`config.mk`:
```
export PLATFORM = sky130hd
export DESIGN_NAME = rah_pipe_reg
export DESIGN_NICKNAME = d
export VERILOG_FILES = /design/src/hw/rtl/rah_pipe_reg.sv
export SDC_FILE = /design/constraint.sdc
export NUM_CORES = 1
export LEC_CHECK = 0
export BUFFER_PORTS_ARGS = -buffer_cell sky130_fd_sc_hd__buf_2
export CAP_MARGIN = 20
export CORE_AREA = 3 3 40 42
export CTS_CLUSTER_DIAMETER = 60
export DETAILED_ROUTE_END_ITERATION = 16
export DIE_AREA = 0 0 43 45
export GPL_TIMING_DRIVEN = 0
export PLACE_DENSITY = 0.6
export SYNTH_ARGS = -nofsm -noshare
export SYNTH_HDL_FRONTEND = slang
export SYNTH_SLANG_ARGS = --single-unit
```
`constraint.sdc`:
```
create_clock -name clk_i -period 1.06 [get_ports clk_i]
set_input_delay 0.212 -clock clk_i [delete_from_list [all_inputs] [get_ports clk_i]]
set_output_delay 0.212 -clock clk_i [all_outputs]
set_load 0.01 [all_outputs]
```
`src/hw/rtl/rah_pipe_reg.sv`:
```
// One valid/ready pipeline register with a flat payload.
// No dependencies.
module rah_pipe_reg #(
  parameter int unsigned PW = 8
) (
  input  logic          clk_i,
  input  logic          rst_ni,
  input  logic          valid_i,
  output logic          ready_o,
  input  logic [PW-1:0] data_i,
  output logic          valid_o,
  input  logic          ready_i,
  output logic [PW-1:0] data_o
);

  logic          valid_q;
  logic [PW-1:0] data_q;

  assign ready_o = !valid_q || ready_i;
  assign valid_o = valid_q;
  assign data_o  = data_q;

  always_ff @(posedge clk_i or negedge rst_ni) begin
    if (!rst_ni) begin
      valid_q <= 1'b0;
    end else if (ready_o) begin
      valid_q <= valid_i;
    end
  end

  always_ff @(posedge clk_i) begin
    if (ready_o && valid_i) begin
      data_q <= data_i;
    end
  end

endmodule

```
## Yosys cells after proc, flatten, opt, wreduce, memory -nomap -nowiden

Index checks and enable logic that the tools add are counted.

- Flip-flop bits (word level): 9

- Reduce and logical (&&, ||, !) cells: 3

Operators by type and width:

| kind | number |
|---|---|
| logical AND 1 bit | 1 |
| logical NOT 1 bit | 1 |
| logical OR 1 bit | 1 |

## Logic depth before layout (Yosys ltp)

Gate-level depths: netlist of the first run.

- Depth after elaboration: 3
- Gate-level depth with buffers: 2
- Depth with buffers taken out: 2

## Least setup slack after synthesis of the first run

OpenSTA, ideal clock, no wires.

- Kind: reg-to-reg
- Start: register valid_q (netlist: valid_o)
- End: register data_q[0] (netlist: data_o[0]), enable pin
- Arrival time: 709 ps
- Data required time: 760 ps
- Path slack: 51 ps
- Stages on the path, launching flop included: 3
- Path buffers: 0
- Cell sequence: dfrtp_1 -> nand2b_4 -> and2_4

- Cells in the longest elaborated chain, start to end: 3

RTL lines:

| element | line | source |
|---|---|---|
| from (decl) | 16 | `logic valid_q;` |
| from (signal assigned) | 27 | `valid_q <= valid_i;` |
| logical NOT 1 bit | 19 | `assign ready_o = !valid_q \|\| ready_i;` |
| logical OR 1 bit | 19 |  |
| net ready_o | 9 | `output logic ready_o,` |
| logical AND 1 bit | 32 | `if (ready_o && valid_i) begin` |
| to (signal assigned) | 33 | `data_q <= data_i;` |
| to (decl) | 17 | `logic [PW-1:0] data_q;` |

The timed path passes the listed nets, and every way through them passes these cells.
A chain may end at the register's enable or synchronous reset.

## Worst setup path after layout of the first run

- Start: register valid_q (netlist: valid_o)
- End: output port ready_o

- Cells in the longest elaborated chain, start to end: 2

RTL lines:

| element | line |
|---|---|
| logical NOT 1 bit | 19 |
| logical OR 1 bit | 19 |
| to (decl) | 9 |

Every way passes these cells.

==> results of run 1 <==
metal layers:
layer  wire length (um)  global-route usage, %
met4                  0                   7.23
met5                  0                      0
met3                 88                   5.58
met2                312                   12.6
met1                217                   6.30
where the power goes:
group / internal, uW / switching (uW)
combinational: 44.2 / 36.3
sequential: 410 / 5.98
clock: 145 / 113
final cells by class:
| cell class | instances | area, um2 | share of cell area (%) |
|---|---|---|---|
| clock buffer | 4 | 26.3 | 5.61 |
| multi-input combinational | 3 | 28.8 | 6.15 |
| sequential | 9 | 265 | 56.7 |
| tap | 15 | 18.8 | 4.01 |
| timing repair buffer | 23 | 129 | 27.5 |
per-stage QoR:
step / setup TNS [ns] / util (%) / power, uW / hold WS [ns] / instances
floorplan: 0 / - / 452 / -0.0836 / 12
global placement: 0 / 32.5 / 492 / -0.0126 / 48
detailed placement: 0 / 32.5 / 495 / -0.0114 / 48
CTS: -0.0210 / 35.8 / 776 / 0.106 / 53
global route: -0.0612 / 36.4 / 803 / 0.108 / 54
finish: -0.00491 / 36.4 / 754 / 0.126 / 54
cells by family after synthesis:
group	Yosys count
and+or+nand+nor	3
DFF	9
layout by cell type, fill, tap and decap left out:
| master | synthesis | final |
|---|---|---|
| sky130_fd_sc_hd__buf_4 | 0 | 1 |
| sky130_fd_sc_hd__clkbuf_1 | 0 | 1 |
| sky130_fd_sc_hd__buf_6 | 0 | 1 |
| sky130_fd_sc_hd__buf_2 | 0 | 20 |
| sky130_fd_sc_hd__dfrtp_1 | 1 | 1 |
| sky130_fd_sc_hd__nand2b_4 | 1 | 1 |
| sky130_fd_sc_hd__nand2b_1 | 1 | 1 |
| sky130_fd_sc_hd__dlygate4sd3_1 | 0 | 1 |
| sky130_fd_sc_hd__clkbuf_4 | 0 | 3 |
| sky130_fd_sc_hd__edfxtp_1 | 8 | 8 |
| sky130_fd_sc_hd__and2_4 | 1 | 1 |
worst max path at each step:
| stage | to | slack (ns) | cells after the start |
|---|---|---|---|
| floorplan | data_o[0] | 0.05 | 2 |
| global placement | data_o[0] | 0.10 | 2 |
| detailed placement | data_o[2] | 0.09 | 2 |
| CTS | ready_o | -0.02 | 2 |
| global route | ready_o | -0.05 | 2 |
| finish | ready_o | -0.005 | 2 |
worst reg2reg max path: cells and delay by family, from the launching register on:
kind             cells  cell delay [ns]
flip-flops           1             0.40
AND/OR/NAND/NOR      2             0.29
sequential cells by signal, indices dropped and copies added (netlist names):
register,cells
data_o,8
valid_o,1
repair_timing:
item | 4_1_cts | 5_1_grt
setup endpoints to repair | 1 | 2
resized for setup | 1 | 0
setup buffers | 0 | 1
hold endpoints to repair | 1 | 0
hold buffers | 1 | 0
==> results.json, run 1 <==
{
  "synth_seq_area_share_pct": 90.2,
  "critPathSlowestCell": "sky130_fd_sc_hd__dfrtp_1",
  "post_route_cells_drive_above_1_share_pct": 69.2,
  "gp_congestion": 0.582,
  "clkSlewWorstSetupHoldPaths_ns": 0.06,
  "core-area_mm2": 0.00128,
  "via_per_inst": 3.80,
  "syn-cell-area_um2": 294,
  "yosys.area_share.simple_pct": 9.79,
  "htree_levels": 1,
  "cellLeakagePower_uw": 0.000211,
  "drt_iter0_drc": 0,
  "crit_chain": "nand2b_4, buf_6",
  "io_pins": 22,
  "worstRegToRegCells": 2,
  "setup_slack_of_the_worst_register_to_register_path_ns": 0.06,
  "ys_dominant_reg_cell": "sky130_fd_sc_hd__edfxtp_1",
  "detail_route.first_pass.iterations": 1,
  "worst_pin_slew_ns": 0.124,
  "crit_path_max_incr_delay_ns": 0.40,
  "synth_largest_area_cell": "sky130_fd_sc_hd__edfxtp_1",
  "drcViolationCount": 0,
  "critPathLaunchType": "flip-flop",
  "critPathCaptureType": "output pin",
  "fp.dieArea_mm2": 0.00194,
  "worstPathBufferInverterCount": 1,
  "crit_required_ns": 0.85,
  "cp_max_fo": 3,
  "fin_crit_sh_pct": 100,
  "outcome": "finished with violations",
  "clock_tree.root_cell": "sky130_fd_sc_hd__clkbuf_4",
  "timing.final.crit_period_ns": 1.06,
  "critical_path.top_delay_family": "flip-flops",
  "num_antenna_cells": 0,
  "fmaxAchievable_ghz": 0.939,
  "wl_per_cell_um": 11.4,
  "grt_first_pass_wirelength_um": 959,
  "fill_cells": 130,
  "async_flop_share_pct": 11.1,
  "synth-compound-area-share_pct": 0,
  "clk_latency_ns": 0.26,
  "worst_slew_margin_rel_pct": 91.7,
  "min_delay_path_depth": 1,
  "report.final.hold_viol_count": 0,
  "placement.cell_area_um2": 418,
  "criticalPathCategory": "flip-flop to output pin",
  "cp-startpoint": "valid_o",
  "slew_violations": 0,
  "cts_made_buffers": 3,
  "hold_start": "data_i[4]",
  "hold-path-endpoint": "data_o[4]",
  "netlist_instances": 12,
  "route.antenna.remaining_nets": 0,
  "rows": 13,
  "synthMostInstantiatedCell": "sky130_fd_sc_hd__edfxtp_1",
  "die-height_um": 45,
  "synthesis.nets": 24,
  "post_synth_fa_ha_maj_area_fraction_pct": 0,
  "power_density_mw_per_mm2": 1610,
  "post_synth_xor_area_fraction_pct": 0,
  "hp-class": "primary input to flip-flop",
  "failing_checks": "setup timing",
  "cp_data_arrival_time_ns": 0.85,
  "grt_setup_unrepaired": "yes",
  "fin_worst_skew_ns": 0.00536,
  "wl_um": 618,
  "maxCapViolCount": 0,
  "synth_top_cells_by_area": "sky130_fd_sc_hd__edfxtp_1 82%, sky130_fd_sc_hd__dfrtp_1 8.5%, sky130_fd_sc_hd__nand2b_4 4.7%",
  "syn_to_final_growth_pct": 59.1,
  "detailedPlace.worstSlack_ns": 0.0909,
  "route.vias.total": 205,
  "postLayoutCellArea_um2": 468,
  "muxShareOfSynthArea_pct": 0,
  "grt_antenna_before_repair": 0,
  "placement.io_buffers": 21,
  "critical_path.reg2reg.startpoint": "valid_o",
  "grt_use_total_pct": 7.86,
  "layout_setup_ws_ns": -0.00491,
  "synth_warnings": 0,
  "die_w_um": 43,
  "synth.ff_latch_count": 9,
  "grt_max_degree": 9,
  "dominant_combinational_cell_family_by_area_after_synthesis": "simple AND/OR/NAND/NOR gates",
  "final_net_count": 52,
  "r2r-end": "data_o[2]",
  "tritoncts_clock_tree": "yes",
  "floorplan.initialDensity_pct": 22.9,
  "postSynthAreaPerCell_um2": 24.5,
  "yosys.area.top_type_share_pct": 81.7,
  "cts_sinks": 9,
  "synth-edff-count": 8,
  "first_global_vias": 217,
  "power.ir.vdd_worst_mv": 0.576,
  "post_synth_num_cell_types": 5,
  "globalRouteOverflowTotal": 0,
  "synth_top_cells_by_count": "8 x sky130_fd_sc_hd__edfxtp_1, 1 x sky130_fd_sc_hd__and2_4, 1 x sky130_fd_sc_hd__dfrtp_1, 1 x sky130_fd_sc_hd__nand2b_1, 1 x sky130_fd_sc_hd__nand2b_4",
  "ctsLongestPathBuffers": 2,
  "finalSetupViolations": 1
}
Note: power is estimated with default switching activity, not from simulation.
==> inputs of run 2 (changes only) <==
--- a/config.mk
+++ b/config.mk
@@ -13,6 +13,8 @@
 export DIE_AREA = 0 0 43 45
 export GPL_TIMING_DRIVEN = 0
 export PLACE_DENSITY = 0.6
+export SETUP_SLACK_MARGIN = 0.4
+export SLEW_MARGIN = 10
 export SYNTH_ARGS = -nofsm -noshare
 export SYNTH_HDL_FRONTEND = slang
 export SYNTH_SLANG_ARGS = --single-unit
==> results.json, run 2 (synthesis results as in run 1) <==
{
  "worst_slew_margin_rel_pct": 92.0,
  "via_per_inst": 3.84,
  "crit_required_ns": 0.85,
  "maxCapViolCount": 0,
  "critical_path.top_delay_family": "flip-flops",
  "tritoncts_clock_tree": "yes",
  "layout_setup_ws_ns": 0.0127,
  "critPathLaunchType": "flip-flop",
  "first_global_vias": 191,
  "layout_commonest_cell": "sky130_fd_sc_hd__buf_2",
  "syn_to_final_growth_pct": 61.7,
  "hp-class": "primary input to flip-flop",
  "gp_congestion": 0.611,
  "cp_max_fo": 3,
  "final_util_pct": 37.0,
  "critPathSlowestCell": "sky130_fd_sc_hd__dfrtp_1",
  "finalHoldWorstSlack_ns": 0.134,
  "clkSlewWorstSetupHoldPaths_ns": 0.06,
  "globalRouteOverflowTotal": 0,
  "critPathCaptureType": "output pin",
  "grt_first_pass_wirelength_um": 731,
  "worstPathBufferInverterCount": 1,
  "placement.cell_area_um2": 418,
  "placement.io_buffers": 21,
  "route.antenna.remaining_nets": 0,
  "grt_max_degree": 9,
  "cts_sinks": 9,
  "fp.dieArea_mm2": 0.00194,
  "post_route_cells_drive_above_1_share_pct": 70.0,
  "cellLeakagePower_uw": 0.000215,
  "timing.final.crit_period_ns": 1.05,
  "crit_chain": "nand2b_4, buf_6",
  "fin_worst_skew_ns": 0.00178,
  "wl_per_cell_um": 10.0,
  "clk_latency_ns": 0.25,
  "cp_data_arrival_time_ns": 0.84,
  "report.final.hold_viol_count": 0,
  "power_density_mw_per_mm2": 1580,
  "wl_um": 552,
  "final_net_count": 53,
  "setup_slack_of_the_worst_register_to_register_path_ns": 0.08,
  "fmaxAchievable_ghz": 0.955,
  "criticalPathCategory": "flip-flop to output pin",
  "worst_pin_slew_ns": 0.121,
  "tns_ns": 0,
  "drt_iter0_drc": 0,
  "rows": 13,
  "detail_route.first_pass.iterations": 1,
  "die_w_um": 43,
  "grt_antenna_before_repair": 0,
  "finalSetupViolations": 0,
  "clock_tree.root_cell": "sky130_fd_sc_hd__clkbuf_4",
  "route.vias.total": 211,
  "io_pins": 22,
  "cts_made_buffers": 3,
  "floorplan.initialDensity_pct": 22.9,
  "slew_violations": 0,
  "layout.cells.most_common_list": "20 x sky130_fd_sc_hd__buf_2, 8 x sky130_fd_sc_hd__edfxtp_1, 3 x sky130_fd_sc_hd__clkbuf_4",
  "num_antenna_cells": 0,
  "core-area_mm2": 0.00128,
  "grt_use_total_pct": 5.82,
  "ctsLongestPathBuffers": 2,
  "drcViolationCount": 0,
  "die-height_um": 45,
  "htree_levels": 1,
  "power.ir.vdd_worst_mv": 0.568,
  "postLayoutCellArea_um2": 475,
  "outcome": "complete, no violations",
  "grt_setup_unrepaired": "yes",
  "detailedPlace.worstSlack_ns": 0.0896,
  "fin_crit_sh_pct": 98.8,
  "crit_path_max_incr_delay_ns": 0.40,
  "largest_register_ff_count": 8
}
[run 2: cell count changes in the layout (fill, tap and decap cells not counted)]
cell,delta
sky130_fd_sc_hd__buf_4,+1
[run 2: cell type report]
type,count,area (um2)
multi-input cells,3,28.8
repair buffers,24,136
fillers,127,810
well taps,15,18.8
flip-flops and latches,9,265
clock buffers,4,26.3
[run 2: path summary, 6_finish.rpt]
check / start / to / cells after the start
min reg2reg: valid_o / valid_o / 4
max in group asynchronous: rst_ni / valid_o / 2
min in group asynchronous: rst_ni / valid_o / 2
max: valid_o / ready_o / 2
min: data_i[1] / data_o[1] / 1
max reg2reg: valid_o / data_o[7] / 2
[run 2: worst reg2reg max path, delay by kind of cell, from the launching register on]
kind	cells	cell delay [ns]
DFF	1	0.40
and+or+nand+nor	2	0.29
[run 2: stage by stage]
stage	total power [uW]	cells
2_1_floorplan	452	12
3_3_place_gp	492	48
3_5_place_dp	494	48
4_1_cts	766	54
5_1_grt	795	55
6_report	750	55
[run 2: per-layer routing]
metal	global-route usage (%)	wire length [um]	vias up	share of wire, %
li1	-	-	101	-
met1	4.51	177	93	32
met2	10.2	278	17	50
met3	4.38	96	0	17
met4	3.61	0	0	0
met5	0	0	-	0
[run 2: what timing repair did]
| item | in CTS | in global routing |
|---|---|---|
| hold buffers | 1 | 0 |
| resized for setup | 1 | 0 |
| buffers inserted | 1 | 1 |
| hold endpoints to repair | 1 | 0 |
| endpoints found under the setup margin | 19 | 19 |
| pin swaps | 0 | 0 |
[run 2: power by group]
part	switching, uW	leakage (uW)	internal (uW)
registers	5.92	0.0000869	410
logic	36.1	0.000114	47.2
clock network	107	0.0000150	144
