`config.mk`:
```
export PLATFORM = sky130hd
export DESIGN_NAME = rah_div_cell
export DESIGN_NICKNAME = d
export VERILOG_FILES = /design/src/hw/rtl/rah_div_cell.sv
export SDC_FILE = /design/constraint.sdc
export NUM_CORES = 1
export LEC_CHECK = 0
export BUFFER_PORTS_ARGS = -buffer_cell sky130_fd_sc_hd__buf_4
export CORE_UTILIZATION = 40
export DETAILED_ROUTE_END_ITERATION = 16
export PLACE_DENSITY = 0.73
export SETUP_SLACK_MARGIN = 0.5
export SYNTH_ARGS = -nofsm -noshare
export SYNTH_HDL_FRONTEND = slang
export SYNTH_SLANG_ARGS = --single-unit
```
`constraint.sdc`:
```
create_clock -name clk_i -period 2 [get_ports clk_i]
set_input_delay 0.2 -clock clk_i [delete_from_list [all_inputs] [get_ports clk_i]]
set_output_delay 0.2 -clock clk_i [all_outputs]
set_load 0.02 [all_outputs]
```
`src/hw/rtl/rah_div_cell.sv`:
```
// One restoring-division step per lane, registered, with a payload that rides along.
// No dependencies; a row of these forms a pipelined divider.
module rah_div_cell #(
  parameter int unsigned LANES = 1,
  parameter int unsigned NW    = 8,
  parameter int unsigned DW    = 8,
  parameter int unsigned PW    = 8
) (
  input  logic                       clk_i,
  input  logic                       rst_ni,
  input  logic                       valid_i,
  output logic                       ready_o,
  input  logic [LANES-1:0][DW-1:0]   rem_i,
  input  logic [LANES-1:0][NW-1:0]   dq_i,
  input  logic [LANES-1:0][DW-1:0]   div_i,
  input  logic [PW-1:0]              pay_i,
  output logic                       valid_o,
  input  logic                       ready_i,
  output logic [LANES-1:0][DW-1:0]   rem_o,
  output logic [LANES-1:0][NW-1:0]   dq_o,
  output logic [LANES-1:0][DW-1:0]   div_o,
  output logic [PW-1:0]              pay_o
);

  logic                     valid_q;
  logic [LANES-1:0][DW-1:0] rem_d, rem_q;
  logic [LANES-1:0][NW-1:0] dq_d, dq_q;
  logic [LANES-1:0][DW-1:0] div_q;
  logic [PW-1:0]            pay_q;
  logic [LANES-1:0][DW:0]   sh, sub;
  logic [LANES-1:0]         ge;

  // The remainder stays below the divisor, so one compare and subtract per step.
  for (genvar l = 0; l < LANES; l++) begin : g_lane
    assign sh[l]    = {rem_i[l], dq_i[l][NW-1]};
    assign sub[l]   = sh[l] - {1'b0, div_i[l]};
    assign ge[l]    = sh[l] >= {1'b0, div_i[l]};
    assign rem_d[l] = ge[l] ? sub[l][DW-1:0] : sh[l][DW-1:0];
    assign dq_d[l]  = {dq_i[l][NW-2:0], ge[l]};
  end

  assign ready_o = !valid_q || ready_i;
  assign valid_o = valid_q;
  assign rem_o   = rem_q;
  assign dq_o    = dq_q;
  assign div_o   = div_q;
  assign pay_o   = pay_q;

  always_ff @(posedge clk_i or negedge rst_ni) begin
    if (!rst_ni) begin
      valid_q <= 1'b0;
    end else if (ready_o) begin
      valid_q <= valid_i;
    end
  end

  always_ff @(posedge clk_i) begin
    if (ready_o && valid_i) begin
      rem_q <= rem_d;
      dq_q  <= dq_d;
      div_q <= div_i;
      pay_q <= pay_i;
    end
  end

endmodule

```
After elaboration in Yosys (flattened, before gate mapping). Cells that the tools add are included.

Register bits: 33. Bits in latches: 0. Bits in writable memories: 0. Memory bits (read-only): 0. Bits of input ports: 36. Output and inout port bits: 34. Logic and storage cells: 11. Memories kept: 0.

$add $sub $neg: 1. Multiply operators: 0. Divide/modulo/power cells: 0. $lt $le $gt $ge: 1. Equal/unequal tests: 0. Shift-type cells: 0. Muxes and demuxes: 1. Bitwise operators: 0. Reduce and logical (&&, ||, !) cells: 3.

Operator list (count): 9-bit by 8-bit >= comparator with 1-bit output (1); 8-bit two-way mux (1); 8-bit subtractor (1); 1-bit logical AND (1); 1-bit logical NOT (1); 1-bit logical OR (1).

Logic depth before layout (Yosys ltp). Gate-level depths: netlist of run 1.

Depth after elaboration: 3. Gate-level depth with buffers: 8.

Worst setup path before layout of run 1. Ideal clock, no wire load.

Kind: input -> register. From: input port dq_i[7] in the netlist's numbering. To: register rem_q, in the netlist rem_o[6], data pin. Arrival: 1730 ps. Data required time: 1740 ps. Path slack: 10 ps. Stages: 8. Path buffers: 0. Cell sequence: inv_1 -> ha_1 -> fa_1 -> nor2b_1 -> o31a_1 -> nor4_1 -> a311o_1 -> mux2_2.

RTL lines: start, declared (line 14) `input logic [LANES-1:0][NW-1:0] dq_i,`; end signal, assigned (line 59) `rem_q <= rem_d;`; end, declared (line 26) `logic [LANES-1:0][DW-1:0] rem_d, rem_q;`.

==> results of run 1 <==
-- per-stage QoR --
step	TNS, ns	util [%]
2_1_floorplan	0	-
3_3_place_gp	-0.0559	60.9
3_5_place_dp	-0.0719	60.9
4_1_cts	0	64.6
5_1_grt	0	65.6
6_report	0	65.6
-- flip-flops by register name, indices dropped and copies added (netlist names) --
signal	flops
div_o	8
dq_o	8
pay_o	8
rem_o	8
valid_o	1
-- power breakdown --
group          switching [mW]  internal [mW]  total, mW
Sequential             0.0122          0.820      0.832
Clock                   0.226          0.241      0.467
Combinational           0.213          0.242      0.454
Total                   0.451           1.30       1.75
-- logic make-up (layout without fill, tap and decap cells) --
logic type,count (synthesis),in the layout,synth area share [%]
AOI/OAI and AO/OA,20,20,10.6
xor gates and xnor gates,3,3,1.72
adders and majority gates,9,9,7.88
DFF,33,33,64.6
muxes,7,7,5.00
and+or+nand+nor,18,18,6.32
buffers and inverters,15,103,3.86
-- Yosys cell counts, drive strengths merged (3+ instances only) --
cell type and number:
a21o 3, a21oi 5, edfxtp 32, ha 8, inv 13, mux2 5
nand2 3, nor3 3, o21ai 5
-- critical path, stage by stage --
cell	delay, ns
buf_4	0.11
inv_1	0.05
ha_2	0.28
nor2b_2	0.16
o31a_1	0.32
a311o_1	0.36
mux2_4	0.27
-- worst max-delay path by stage --
stage	endpoint	slack (ns)	cells after the start
after detailed placement	rem_o[6]$_DFFE_PP_	-0.07	9
after CTS	rem_o[6]$_DFFE_PP_	0.32	8
after global placement	rem_o[6]$_DFFE_PP_	-0.06	9
after global routing	rem_o[6]$_DFFE_PP_	0.23	8
final	rem_o[6]$_DFFE_PP_	0.27	7
after floorplan	rem_o[6]$_DFFE_PP_	0.15	8
-- metal layers --
| metal | wire, microns | GRT usage, % | up-vias |
|---|---|---|---|
| met5 | 0 | 0 | - |
| met4 | 38 | 7.39 | 0 |
| met3 | 208 | 5.89 | 4 |
| met2 | 1700 | 31.0 | 44 |
| met1 | 1250 | 17.9 | 529 |
| li1 | - | - | 564 |
-- what timing repair did --
action	CTS	global route
buffers inserted	3	1
setup endpoints to repair	7	8
hold buffers	1	0
resized for setup	4	6
pin swaps	6	3
endpoints found under the hold margin	1	0
-- layout make-up --
type | instances | area, sq um | area share (%)
inverter | 13 | 61.3 | 2.55
sequential | 33 | 986 | 41.1
multi-input combinational | 57 | 569 | 23.7
timing repair buffer | 82 | 642 | 26.7
clock buffer | 6 | 72.6 | 3.02
clock inverter | 2 | 10.0 | 0.417
tap | 48 | 60.1 | 2.50
-- cell usage in the layout, fill, tap and decap left out, types with 3 or more instances in the layout --
cell      count
inv_1        10
mux2_4        5
edfxtp_1     32
buf_4        77
a21o_1        3
a21oi_1       3
clkbuf_8      5
buf_6         3
o21ai_0       3
nor3_1        3
ha_4          4
ha_1          3
==> impl_metrics.env, run 1 <==
export IMPL_grt_use_total_pct=17.2
export IMPL_ys_types=33
export IMPL_whs_path_depth=1
export IMPL_dpl_cell_area_sq_um=2230
export IMPL_yosysSeqAreaShare_pct=64.6
export IMPL_antenna_found_initial=0
export IMPL_design_area_sq_um=2400
export IMPL_drtPass1Iterations=4
export IMPL_drive_above_1_share_pct=57.5
export IMPL_tightest_slew_ns=0.412
export IMPL_place_ws_ns=-0.0719
export IMPL_synth_warnings=0
export IMPL_htree_num_levels=2
export IMPL_syn_inst=105
export IMPL_timing_rr_end="dq_o[1]$_DFFE_PP_"
export IMPL_wirelength_microns=3190
export IMPL_pwr_density_cell_nw_per_um2=730
export IMPL_p_leak_nw=1.04
export IMPL_vias=1141
export IMPL_synth_seq_cells=33
export IMPL_hold_viol=0
export IMPL_cp_end_kind="register"
export IMPL_core_region_area_sq_um=3660
export IMPL_drv_cap=0
export IMPL_synth_edff_count=32
export IMPL_hold_worst_slack_ns=0.0946
export IMPL_setup_slack_ns=0.274
export IMPL_slew_violations=0
export IMPL_drt_iter0_drc=49
export IMPL_power_total_mw=1.75
export IMPL_setup_violations=0
export IMPL_worst_hold_startpoint="pay_i[7]"
export IMPL_dp_cells=228
export IMPL_dominantRegCellSynth="edfxtp_1"
export IMPL_gr_total_overflow=0
export IMPL_fillers=288
export IMPL_crit_start="div_i[2]"
export IMPL_grt_pass1_wl_microns=5250
export IMPL_pin_count=70
export IMPL_hp_class="in2reg"
export IMPL_synth_area_leader_cell="edfxtp_1"
export IMPL_final_cells=241
export IMPL_cts_tree="yes"
export IMPL_vias_per_cell=4.73
export IMPL_cp_data_required_time_ns=2.03
export IMPL_place_congestion=0.826
export IMPL_start_kind="input pin"
export IMPL_rows=22
export IMPL_cts_sinks=33
export IMPL_period_needed_ns=1.73
export IMPL_status="finished, final reports clean"
export IMPL_hold_end="pay_o[7]$_DFFE_PP_"
export IMPL_insertion_delay_ns=0.28
export IMPL_rsz0062_at_grt="true"
export IMPL_die_w_microns=63.8
export IMPL_port_buffer_count=69
export IMPL_synth_top_cell_area_share_pct=63.0
export IMPL_nets=237
export IMPL_synth_avg_cell_area_sq_um=14.5
export IMPL_area_growth_pct=57.4
export IMPL_synthTopCellsByArea="edfxtp_1 63%, ha_1 6.6%, mux2_2 3.7%"
export IMPL_worstReg2RegStart="valid_o$_DFFE_PN0N_"
export IMPL_ys_async_sr_fraction_pct=3.03
export IMPL_ctsLongestPathBuffers=2
export IMPL_synth_area_sq_um=1530
export IMPL_layout_worst_path_cycle_share_pct=86.3
export IMPL_fp_dieH_microns=63.8
export IMPL_r2r_cells=2
export IMPL_relSlewSlack_pct=72.5
export IMPL_path_clk_slew_ns=0.06
export IMPL_crit_path_max_fanout=3
export IMPL_syn_nets=150
export IMPL_fmax_mhz=579
export IMPL_final_antenna_net_count=0
export IMPL_worstSetupPathType="in2reg"
export IMPL_fin_skew_ns=0.00189
export IMPL_place_hpwl_microns=2410
export IMPL_wl_per_cell_microns=13.3
export IMPL_cp_data_arrival_time_ns=1.76
export IMPL_insertedDiodeCount=0
export IMPL_grt_pass1_vias=1181
export IMPL_route_detailed_drc=0
export IMPL_root_buffer="clkbuf_8"
export IMPL_grt_max_degree=33
export IMPL_start_util_pct=41.7
export IMPL_numCtsBuffers=5
export IMPL_vdd_drop_max_mv=0.354
export IMPL_regToRegSetupSlack_ns=0.71
export IMPL_die_area_sq_um=4060
Power figures use the tool's default switching activity.
==> inputs of run 2 (changes only) <==
==> constraint.sdc (replaced) <==
create_clock -name clk_i -period 2 [get_ports clk_i]
set_input_delay 0 -clock clk_i [delete_from_list [all_inputs] [get_ports clk_i]]
set_output_delay 0 -clock clk_i [all_outputs]
set_load 0.02 [all_outputs]
==> run 2 against run 1 <==
Compared with the run above:
- cell count increased by 6.2%
- critical path type unchanged
- sequential power about the same
- register-to-register slack about the same
- die area unchanged
- total power increased by 6.9%
- largest cell class unchanged
- largest power group unchanged
- clock skew increased by 0.0012 ns
==> impl_metrics.env, run 2 (synthesis results as in run 1) <==
export IMPL_fp_dieH_microns=63.8
export IMPL_pin_count=70
export IMPL_wirelength_microns=3210
export IMPL_vias_per_cell=4.59
export IMPL_rsz0062_at_grt="true"
export IMPL_grt_pass1_wl_microns=5110
export IMPL_hp_class="in2reg"
export IMPL_mostFrequentLayoutCells="71 x buf_4, 32 x edfxtp_1, 25 x dlygate4sd3_1"
export IMPL_path_clk_slew_ns=0.06
export IMPL_grt_pass1_vias=1150
export IMPL_port_buffer_count=69
export IMPL_numCtsBuffers=5
export IMPL_nets=252
export IMPL_cp_data_arrival_time_ns=1.54
export IMPL_place_congestion=0.785
export IMPL_final_antenna_net_count=0
export IMPL_grt_use_total_pct=17.2
export IMPL_die_area_sq_um=4060
export IMPL_antenna_found_initial=0
export IMPL_place_hpwl_microns=2180
export IMPL_setup_violations=0
export IMPL_p_leak_nw=1.10
export IMPL_tightest_slew_ns=0.422
export IMPL_start_kind="input pin"
export IMPL_die_w_microns=63.8
export IMPL_fin_skew_ns=0.00312
export IMPL_rows=22
export IMPL_gr_total_overflow=0
export IMPL_area_growth_pct=66.9
export IMPL_core_region_area_sq_um=3660
export IMPL_slew_violations=0
export IMPL_cp_end_kind="register"
export IMPL_cts_tree="yes"
export IMPL_relSlewSlack_pct=71.9
export IMPL_grt_max_degree=33
export IMPL_status="finished, final reports clean"
export IMPL_vdd_drop_max_mv=0.476
export IMPL_hold_viol=0
export IMPL_drt_iter0_drc=52
export IMPL_layout_worst_path_cycle_share_pct=75.3
export IMPL_drive_above_1_share_pct=46.2
export IMPL_drtPass1Iterations=3
export IMPL_fmax_mhz=664
export IMPL_period_needed_ns=1.51
export IMPL_cts_sinks=33
export IMPL_design_area_sq_um=2540
export IMPL_start_util_pct=41.7
export IMPL_worstSetupPathType="in2reg"
export IMPL_regToRegSetupSlack_ns=0.70
export IMPL_htree_num_levels=2
export IMPL_insertedDiodeCount=0
export IMPL_wl_per_cell_microns=12.6
export IMPL_tns_ns=0
export IMPL_dpl_cell_area_sq_um=2170
export IMPL_root_buffer="clkbuf_8"
export IMPL_cp_data_required_time_ns=2.04
export IMPL_drv_cap=0
export IMPL_vias=1176
export IMPL_pwr_density_cell_nw_per_um2=736
export IMPL_ctsLongestPathBuffers=2
export IMPL_insertion_delay_ns=0.28
export IMPL_route_detailed_drc=0
export IMPL_final_common_cell="buf_4"
export IMPL_crit_path_max_fanout=3
## run 2: cell types whose count changed in the layout (fill, tap and decap cells not counted), sizes merged
cell	delta
buf	-9
dlygate4sd3	+24
bufinv	+1
clkinv	-1
## run 2: worst max-delay path, stage by stage
cell and delay [ns]:
buf_4 0.12, ha_4 0.16, fa_2 0.35, nor2b_2 0.13
o31a_1 0.18, nor4_1 0.07, a311o_1 0.27, mux2_4 0.26
## run 2: metrics by stage
stage / hold WS, ns / setup WS (ns) / util [%] / std cells / power (mW)
floorplan: -0.296 / 0.345 / - / 105 / 1.09
global placement: -0.225 / 0.135 / 59.3 / 222 / 1.24
detailed placement: -0.223 / 0.101 / 59.3 / 222 / 1.25
CTS: 0.0202 / 0.506 / 69.4 / 256 / 1.89
global route: 0.0118 / 0.446 / 69.5 / 256 / 1.96
finish: 0.0266 / 0.494 / 69.5 / 256 / 1.87
## run 2: timing repair
action                                 in CTS  in global routing
setup endpoints to repair                   1                  4
setup buffers                               1                  0
endpoints found under the hold margin      25                  0
hold buffers                               25                  0
gates resized for setup                     2                  2
cloned                                      0                  0
pin swaps                                   2                  0
## run 2: power breakdown
part           switching [mW]  internal (mW)
combinational           0.206          0.238
sequential             0.0129          0.820
clock                   0.230          0.367
## run 2: area by class of cell
class | instances | area (sq um)
fill | 281 | 1120
sequential | 33 | 986
timing repair buffer | 97 | 795
multi-input combinational | 57 | 537
clock buffer | 6 | 72.6
inverter | 13 | 61.3
tap | 48 | 60.1
clock inverter | 2 | 33.8
## run 2: metal layers
layer / GRT usage, % / wire length (microns) / vias to the layer above
li1: - / - / 592
met5: 0 / 0 / -
met1: 19.9 / 1310 / 539
met4: 7.67 / 67 / 0
met2: 28.2 / 1640 / 38
met3: 6.79 / 195 / 7
## run 2: path summary, 6_finish.rpt
| path | startpoint | end | cells after the start |
|---|---|---|---|
| setup reg to reg | valid_o$_DFFE_PN0N_ | div_o[7]$_DFFE_PP_ | 2 |
| max in group asynchronous | rst_ni | valid_o$_DFFE_PN0N_ | 2 |
| min in group asynchronous | rst_ni | valid_o$_DFFE_PN0N_ | 2 |
| setup / recovery | div_i[0] | rem_o[6]$_DFFE_PP_ | 8 |
| hold / removal | rem_i[4] | rem_o[5]$_DFFE_PP_ | 2 |
| hold reg to reg | valid_o$_DFFE_PN0N_ | valid_o$_DFFE_PN0N_ | 2 |
